[src/hw/rtl/bra_pkg.sv]
package bra_pkg;

  // Controller states.
  typedef enum logic [2:0] {
    ST_IDLE,
    ST_MUL,
    ST_INIT,
    ST_SEARCH,
    ST_PROD,
    ST_SUM,
    ST_DONE
  } bra_state_e;

  // Commands from the controller to the datapath.
  typedef struct packed {
    logic load;
    logic mul_step;
    logic init;
    logic step;
    logic pick;
    logic fallback;
    logic prod;
    logic sum;
  } bra_cmd_t;

  // Status from the datapath to the controller.
  typedef struct packed {
    logic mul_last;
    logic tol0;
    logic in_range;
    logic hit;
  } bra_status_t;

  // Configuration register map.
  localparam int unsigned ADDR_W      = 3;
  localparam int unsigned DATA_W      = 32;
  localparam logic [0:0]  REG_MAX_DEN = 1'b0;

  localparam int unsigned MAX_DEN_RESET = 1000000;

endpackage

[src/hw/rtl/best_rational_approximation_unit.sv]
// Best rational approximation unit. A transaction starts when start_i is high while busy_o is
// low; value_q15_32_i is sampled at that edge. The result appears on numerator_o and
// denominator_o for exactly one cycle while done_o is high, and the receiver must take it in
// that cycle because the unit cannot be stalled. busy_o stays high from the accepted start
// through the done_o cycle, so transactions run one at a time. A transaction is a bit-serial
// multiply of the fraction by ten times the bound, a setup step, the Stern-Brocot mediant
// search at one step per cycle, skipped when the fraction is already within tolerance of
// zero, and finally the n*q product and the sum, each in its own state.
// The bound max_denominator is written over the APB-style port at byte address 0 and should
// only be changed while busy_o is low. A bound of zero is treated as one.
module best_rational_approximation_unit #(
  parameter int unsigned FRAC_BITS  = 32,
  parameter int unsigned INT_BITS   = 16,
  parameter int unsigned DENOM_BITS = 20
) (
  input  logic                                   clk_i,
  input  logic                                   rst_ni,

  // Command interface.
  input  logic                                   start_i,
  output logic                                   busy_o,
  input  logic signed [INT_BITS+FRAC_BITS-1:0]   value_q15_32_i,
  output logic                                   done_o,
  output logic signed [INT_BITS+DENOM_BITS-1:0]  numerator_o,
  output logic        [DENOM_BITS-1:0]           denominator_o,

  // Configuration port.
  input  logic                                   psel,
  input  logic                                   penable,
  input  logic                                   pwrite,
  input  logic        [bra_pkg::ADDR_W-1:0]      paddr,
  input  logic        [bra_pkg::DATA_W-1:0]      pwdata,
  output logic        [bra_pkg::DATA_W-1:0]      prdata,
  output logic                                   pready
);
  import bra_pkg::*;

  logic [DENOM_BITS-1:0] max_den_q, max_den_d;
  logic [0:0]            reg_idx;
  logic                  cfg_wr;
  bra_cmd_t              cmd;
  bra_status_t           status;

  // The register index is the word address; bytes within the word select nothing.
  assign reg_idx = paddr[2:2];
  assign pready  = 1'b1;
  assign cfg_wr  = psel && penable && pwrite && pready;

  always_comb begin
    max_den_d = max_den_q;
    if (cfg_wr && (reg_idx == REG_MAX_DEN)) begin
      max_den_d = pwdata[DENOM_BITS-1:0];
    end
  end

  always_ff @(posedge clk_i or negedge rst_ni) begin
    if (!rst_ni) begin
      max_den_q <= DENOM_BITS'(MAX_DEN_RESET);
    end else begin
      max_den_q <= max_den_d;
    end
  end

  // Reads of an address beyond the register list return zero.
  assign prdata = (reg_idx == REG_MAX_DEN) ? DATA_W'(max_den_q) : '0;

  // The controller sequences the multiply, the mediant search and the final sum.
  bra_ctrl u_ctrl (
    .clk_i    (clk_i),
    .rst_ni   (rst_ni),
    .start_i  (start_i),
    .status_i (status),
    .cmd_o    (cmd),
    .busy_o   (busy_o),
    .done_o   (done_o)
  );

  // The datapath keeps the search bounds and their scaled errors, so every step is an add.
  bra_dp #(
    .FRAC_BITS  (FRAC_BITS),
    .INT_BITS   (INT_BITS),
    .DENOM_BITS (DENOM_BITS)
  ) u_dp (
    .clk_i         (clk_i),
    .cmd_i         (cmd),
    .status_o      (status),
    .value_i       (value_q15_32_i),
    .max_den_i     (max_den_q),
    .numerator_o   (numerator_o),
    .denominator_o (denominator_o)
  );

endmodule

[src/hw/rtl/bra_ctrl.sv]
module bra_ctrl (
  input  logic                 clk_i,
  input  logic                 rst_ni,
  input  logic                 start_i,
  input  bra_pkg::bra_status_t status_i,
  output bra_pkg::bra_cmd_t    cmd_o,
  output logic                 busy_o,
  output logic                 done_o
);
  import bra_pkg::*;

  bra_state_e state_q, state_d;

  always_ff @(posedge clk_i or negedge rst_ni) begin
    if (!rst_ni) begin
      state_q <= ST_IDLE;
    end else begin
      state_q <= state_d;
    end
  end

  always_comb begin
    state_d = state_q;
    case (state_q)
      ST_IDLE: begin
        if (start_i) state_d = ST_MUL;
      end
      ST_MUL: begin
        if (status_i.mul_last) state_d = ST_INIT;
      end
      ST_INIT: begin
        state_d = status_i.tol0 ? ST_PROD : ST_SEARCH;
      end
      ST_SEARCH: begin
        if (!status_i.in_range || status_i.hit) state_d = ST_PROD;
      end
      ST_PROD: state_d = ST_SUM;
      ST_SUM:  state_d = ST_DONE;
      ST_DONE: state_d = ST_IDLE;
      default: state_d = ST_IDLE;
    endcase
  end

  always_comb begin
    cmd_o  = '0;
    done_o = 1'b0;
    busy_o = (state_q != ST_IDLE);
    case (state_q)
      ST_IDLE:   cmd_o.load = start_i;
      ST_MUL:    cmd_o.mul_step = 1'b1;
      ST_INIT:   cmd_o.init = 1'b1;
      ST_SEARCH: begin
        if (!status_i.in_range) begin
          cmd_o.fallback = 1'b1;
        end else if (status_i.hit) begin
          cmd_o.pick = 1'b1;
        end else begin
          cmd_o.step = 1'b1;
        end
      end
      ST_PROD:   cmd_o.prod = 1'b1;
      ST_SUM:    cmd_o.sum = 1'b1;
      ST_DONE:   done_o = 1'b1;
      default:   cmd_o = '0;
    endcase
  end

endmodule

[src/hw/rtl/bra_dp.sv]
module bra_dp #(
  parameter int unsigned FRAC_BITS  = 32,
  parameter int unsigned INT_BITS   = 16,
  parameter int unsigned DENOM_BITS = 20
) (
  input  logic                                  clk_i,
  input  bra_pkg::bra_cmd_t                     cmd_i,
  output bra_pkg::bra_status_t                  status_o,
  input  logic signed [INT_BITS+FRAC_BITS-1:0]  value_i,
  input  logic        [DENOM_BITS-1:0]          max_den_i,
  output logic signed [INT_BITS+DENOM_BITS-1:0] numerator_o,
  output logic        [DENOM_BITS-1:0]          denominator_o
);
  import bra_pkg::*;

  localparam int unsigned KW = DENOM_BITS + 4;
  localparam int unsigned CW = $clog2(KW);
  localparam int unsigned AW = FRAC_BITS + KW;
  localparam int unsigned MW = DENOM_BITS + 2;
  localparam int unsigned SW = FRAC_BITS + 2 * DENOM_BITS + 7;
  localparam int unsigned NW = INT_BITS + DENOM_BITS;

  logic        [FRAC_BITS-1:0]  f_q;
  logic signed [INT_BITS-1:0]   nu_q;
  logic        [DENOM_BITS-1:0] n_q;
  logic        [KW-1:0]         kfull_q, kshift_q;
  logic        [CW-1:0]         cnt_q;
  logic        [AW-1:0]         acc_q;
  logic        [MW-1:0]         a_q, b_q, c_q, d_q, t_q, u_q;
  logic signed [SW-1:0]         sa_q, sc_q, sm_q;
  logic        [DENOM_BITS-1:0] p_q, q_q;
  logic signed [NW-1:0]         prod_q, num_q;
  logic        [DENOM_BITS-1:0] den_q;

  logic        [DENOM_BITS-1:0] n_eff;
  logic        [KW-1:0]         k_load;
  logic        [AW-1:0]         acc_next;
  logic signed [SW-1:0]         acc_s, kf_s, u_s;
  logic signed [NW-1:0]         prod_full;
  logic        [MW-1:0]         n_ext;
  logic                         above;

  // A bound of zero behaves as a bound of one; K = 10 * N sets the tolerance.
  assign n_eff    = (max_den_i == '0) ? DENOM_BITS'(1) : max_den_i;
  assign k_load   = (KW'(n_eff) << 3) + (KW'(n_eff) << 1);
  assign acc_next = (acc_q << 1) + (kshift_q[KW-1] ? AW'(f_q) : AW'(0));

  assign acc_s = $signed(SW'(acc_q));
  assign kf_s  = $signed(SW'({kfull_q, {FRAC_BITS{1'b0}}}));
  assign u_s   = $signed(SW'({u_q, {FRAC_BITS{1'b0}}}));
  assign n_ext = MW'(n_q);

  // sm_q holds (f*u - t*2^F) * K for the current mediant t/u.
  assign above     = !sm_q[SW-1] && (sm_q != '0);
  // The floor times a denominator always fits in the numerator width.
  assign prod_full = nu_q * $signed({1'b0, q_q});

  assign status_o.mul_last = (cnt_q == '0);
  assign status_o.tol0     = (acc_q[AW-1:FRAC_BITS] == '0);
  assign status_o.in_range = (b_q <= n_ext) && (d_q <= n_ext);
  assign status_o.hit      = (sm_q < u_s) && (sm_q > -u_s);

  always_ff @(posedge clk_i) begin
    if (cmd_i.load) begin
      f_q      <= value_i[FRAC_BITS-1:0];
      nu_q     <= value_i[INT_BITS+FRAC_BITS-1:FRAC_BITS];
      n_q      <= n_eff;
      kfull_q  <= k_load;
      kshift_q <= k_load;
      acc_q    <= '0;
      cnt_q    <= CW'(KW - 1);
    end else if (cmd_i.mul_step) begin
      acc_q    <= acc_next;
      kshift_q <= kshift_q << 1;
      cnt_q    <= cnt_q - 1'b1;
    end else if (cmd_i.init) begin
      sa_q <= acc_s;
      sc_q <= acc_s - kf_s;
      sm_q <= (acc_s <<< 1) - kf_s;
      a_q  <= MW'(0);
      b_q  <= MW'(1);
      c_q  <= MW'(1);
      d_q  <= MW'(1);
      t_q  <= MW'(1);
      u_q  <= MW'(2);
      p_q  <= '0;
      q_q  <= DENOM_BITS'(1);
    end else if (cmd_i.step) begin
      if (above) begin
        a_q  <= t_q;
        b_q  <= u_q;
        sa_q <= sm_q;
        t_q  <= t_q + c_q;
        u_q  <= u_q + d_q;
        sm_q <= sm_q + sc_q;
      end else begin
        c_q  <= t_q;
        d_q  <= u_q;
        sc_q <= sm_q;
        t_q  <= t_q + a_q;
        u_q  <= u_q + b_q;
        sm_q <= sm_q + sa_q;
      end
    end else if (cmd_i.pick) begin
      if (u_q <= n_ext) begin
        p_q <= t_q[DENOM_BITS-1:0];
        q_q <= u_q[DENOM_BITS-1:0];
      end else if (d_q > b_q) begin
        p_q <= c_q[DENOM_BITS-1:0];
        q_q <= d_q[DENOM_BITS-1:0];
      end else begin
        p_q <= a_q[DENOM_BITS-1:0];
        q_q <= b_q[DENOM_BITS-1:0];
      end
    end else if (cmd_i.fallback) begin
      if (b_q > n_ext) begin
        p_q <= c_q[DENOM_BITS-1:0];
        q_q <= d_q[DENOM_BITS-1:0];
      end else begin
        p_q <= a_q[DENOM_BITS-1:0];
        q_q <= b_q[DENOM_BITS-1:0];
      end
    end else if (cmd_i.prod) begin
      prod_q <= prod_full;
    end else if (cmd_i.sum) begin
      num_q <= prod_q + $signed(NW'(p_q));
      den_q <= q_q;
    end
  end

  assign numerator_o   = num_q;
  assign denominator_o = den_q;

endmodule

[config.mk]
export PLATFORM = sky130hd
export DESIGN_NAME = best_rational_approximation_unit
export DESIGN_NICKNAME = d
export VERILOG_FILES = /design/src/hw/rtl/bra_pkg.sv /design/src/hw/rtl/best_rational_approximation_unit.sv /design/src/hw/rtl/bra_ctrl.sv /design/src/hw/rtl/bra_dp.sv
export SDC_FILE = /design/constraint.sdc
export NUM_CORES = 2
export LEC_CHECK = 0
export ABC_AREA = 0
export ABC_CLOCK_PERIOD_IN_PS = 23600
export BUFFER_PORTS_ARGS = -buffer_cell sky130_fd_sc_hd__buf_2
export CAP_MARGIN = 20
export CORE_UTILIZATION = 25
export DETAILED_ROUTE_END_ITERATION = 10
export PLACE_DENSITY = 0.41
export SLEW_MARGIN = 10
export SYNTH_ARGS = -nofsm -noshare
export SYNTH_HDL_FRONTEND = slang
export SYNTH_SLANG_ARGS = --single-unit
[constraint.sdc]
create_clock -name clk_i -period 23.6 [get_ports clk_i]
set_input_delay 1.18 -clock clk_i [delete_from_list [all_inputs] [get_ports clk_i]]
set_output_delay 1.18 -clock clk_i [all_outputs]
set_load 0.005 [all_outputs]
==> results.cfg <==
[clock_tree]
clk_path_buf_depth = 3
clk_pin_slew_worst_paths_ns = 0.06
ctsResizeCount = 0
postCtsHoldBufs = 0
clk_latency_ns = 0.74
cts-root-buf = clkbuf_16
cts_max_level = 3
cts_tree = yes
cts.sinks = 691
numCtsBuffers = 86
postCtsSetupBuffers = 0

[global_routing]
antenna_found_initial = 3
grt_pass1_vias = 41450
track_usage_pct = 14.77
grt_pass1_wl_um = 250500
grt-ovfl-total = 0
grt_max_degree = 81

[worst_setup_path]
crit_chain = nand2_1 -> fa_1 -> fa_1 -> fa_1 -> fa_1 -> inv_1 -> fa_1 -> inv_1 -> fa_1 -> inv_1 -> ha_1 -> a21o_1 -> a21o_1 -> a21oi_1 -> a2bb2oi_1 -> a31oi_1 -> buf_4 -> o211ai_1 -> nand3_1 -> a211oi_2 -> nand2_1 -> a21oi_1 -> xnor2_1
arrival_ns = 8.14
slowest_stage = edfxtp_1
reg2reg_slack_ns = 15.91
critical_path.startpoint = u_dp.nu_q[2]
reg2reg_from = u_dp.nu_q[2]
crit_top_cell = fa_1
start_kind = flip-flop
crit_type = flip-flop to flip-flop
slowest_delay_ns = 1.13
crit_fanout = 20
end_kind = flip-flop
critPathRequiredTime_ns = 24.05

[hold_path]
holdCritPathClass = input pin to async pin

[drt]
wirelength_um = 162500
ant_nets = 0
dr.pass1.iters = 5
vias = 39910
routed_via_density = 4.723
initialDrtViolationCount = 2217
drc = 0
wl_per_cell_um = 19.22

[layout]
area_growth_pct = 12.66
fin_util_pct = 28.47
fin_nets = 6398
nFillCells = 22700
final_cell_mix = nand2_1 (634), edfxtp_1 (607), ha_1 (511), inv_1 (499), a21oi_1 (311)
final_common_cell = nand2_1
final_layout_size_suffix_gt1_share_pct = 10.53

[synth]
avgSynthCellArea_um2 = 9.947
yosysWarnings = 0
synth-edff-count = 607
synth_flop_cell = edfxtp_1
synth_seq_cells = 691
ys_types = 99
synthArstFlopShare_pct = 3.329
syn_area_um2 = 54450
synthCells = 5474
yosysSeqAreaShare_pct = 36.79

[sta]
worst_pin_slew_ns = 1.172
finalCritPeriodShare_pct = 32.60
grt_setup_unrepaired = false
drv_slew = 0
fmax_mhz = 130.0
hold_viol_final = 0
relSlewSlack_pct = 21.86
setup-tns-final_ns = 0
skew_ns = 0.04177
final-setup-viol-count = 0
period_needed_ns = 7.694

[flow_run]
maxCapViolCount = 0

[floorplan]
initial_core_util_pct = 25.27
core-area_um2 = 215500
io_pins = 180
die_w_um = 468.7
dieArea_um2 = 219700
die_height_um = 468.7
rows = 170

[placed_design]
dpl.hpwl_um = 118200
port-buffer-count = 152
gp_congestion = 0.8252

[status]
status = finished clean
## per-layer routing
metal / global-route usage (%) / wire (µm) / share of wire [%] / up-vias
li1: - / - / - / 19390
met1: 19.49 / 74910 / 46 / 19660
met2: 25.50 / 78590 / 48 / 681
met3: 1.855 / 5276 / 3.2 / 184
met4: 3.418 / 3450 / 2.1 / 2
met5: 0 / 223 / 0.14 / -
## sequential cells by signal, indices dropped and copies added (netlist names), 23 cells and up
signal            flops
u_dp.kshift_q        23
u_dp.sa_q            79
u_dp.f_q             32
u_dp.acc_q           56
u_dp.numerator_o     36
u_dp.prod_q          36
u_dp.sc_q            79
u_dp.sm_q            79
## cell type report
class	instances	area (µm²)	share of cell area [%]
multi-input cells	4048	31700	51.67
clock inverters	59	678.2	1.106
flip-flops and latches	691	20030	32.66
clock buffers	101	2270	3.700
inverters	502	1887	3.076
repair buffers	211	1224	1.995
diodes	1	2.502	0.004080
well taps	2838	3551	5.789
## logic make-up after synthesis
| logic type | after synthesis | share of synthesized area (%) |
|---|---|---|
| fa+ha+maj | 769 | 21.23 |
| flops | 691 | 36.79 |
| mux | 217 | 4.375 |
| simple gates | 1626 | 14.49 |
| compound gates | 1138 | 13.21 |
| buf+inv | 746 | 5.302 |
| xor+xnor | 285 | 4.585 |
| other cells | 2 | 0.01379 |
## final timing paths
check | to | cells after the start
max in group asynchronous | max_den_q[1] | 1
worst min register to register | u_dp.acc_q[0] | 2
min in group clk_i | u_dp.acc_q[0] | 2
worst max register to register | u_dp.prod_q[35] | 23
worst min-delay path | max_den_q[10] | 1
worst max-delay path | u_dp.prod_q[35] | 23
## cells in the mapped netlist (13+ instances only)
cell type | instances | share of area (%)
xor2_1 | 95 | 1.5
o21ai_1 | 25 | 0.23
mux2_2 | 168 | 3.5
nand2_1 | 637 | 4.4
nor2_1 | 238 | 1.6
o21ai_0 | 311 | 2.9
buf_2 | 21 | 0.19
or2_2 | 13 | 0.15
edfxtp_1 | 607 | 33
clkbuf_1 | 193 | 1.3
nor3_1 | 58 | 0.53
a21o_1 | 173 | 2.4
or3_1 | 17 | 0.20
o211ai_1 | 18 | 0.25
o21a_1 | 27 | 0.37
o21bai_1 | 44 | 0.61
inv_1 | 499 | 3.4
o31ai_1 | 19 | 0.26
ha_1 | 511 | 12
mux2i_1 | 49 | 0.90
dfrtp_1 | 16 | 0.74
and3_1 | 41 | 0.47
buf_1 | 14 | 0.097
dfxtp_1 | 61 | 2.2
xnor2_1 | 190 | 3.1
nor2b_1 | 53 | 0.61
buf_4 | 16 | 0.22
a211oi_1 | 57 | 0.79
and2_1 | 227 | 2.6
nand4_1 | 72 | 0.83
a31oi_1 | 30 | 0.34
nand3_1 | 131 | 1.2
nand2b_1 | 48 | 0.55
a21oi_1 | 313 | 2.9
nor4_1 | 40 | 0.46
fa_1 | 258 | 9.5
## through the flow
step	hold WS (ns)	setup WS [ns]	cell area, µm²	cells
after floorplan	0.4391	10.64	54490	5485
after global routing	0.4645	15.51	61340	8450
after global placement	0.4601	15.87	58360	8289
after detailed placement	0.4663	15.88	58360	8289
after CTS	0.4327	15.82	61310	8449
final	0.4607	15.91	61340	8451
## worst max-delay path: cells and delay by family, from the launching register on
kind | cells | cell delay (ns)
adders and majority gates | 7 | 3.37
and+or+nand+nor | 3 | 0.56
AOI/OAI and AO/OA | 8 | 1.92
DFF | 1 | 1.13
buffers and inverters | 4 | 0.35
xor gates and xnor gates | 1 | 0.10
Power is not shown: default switching activity piles up to over one toggle a cycle in this logic, so the estimate is an artifact.
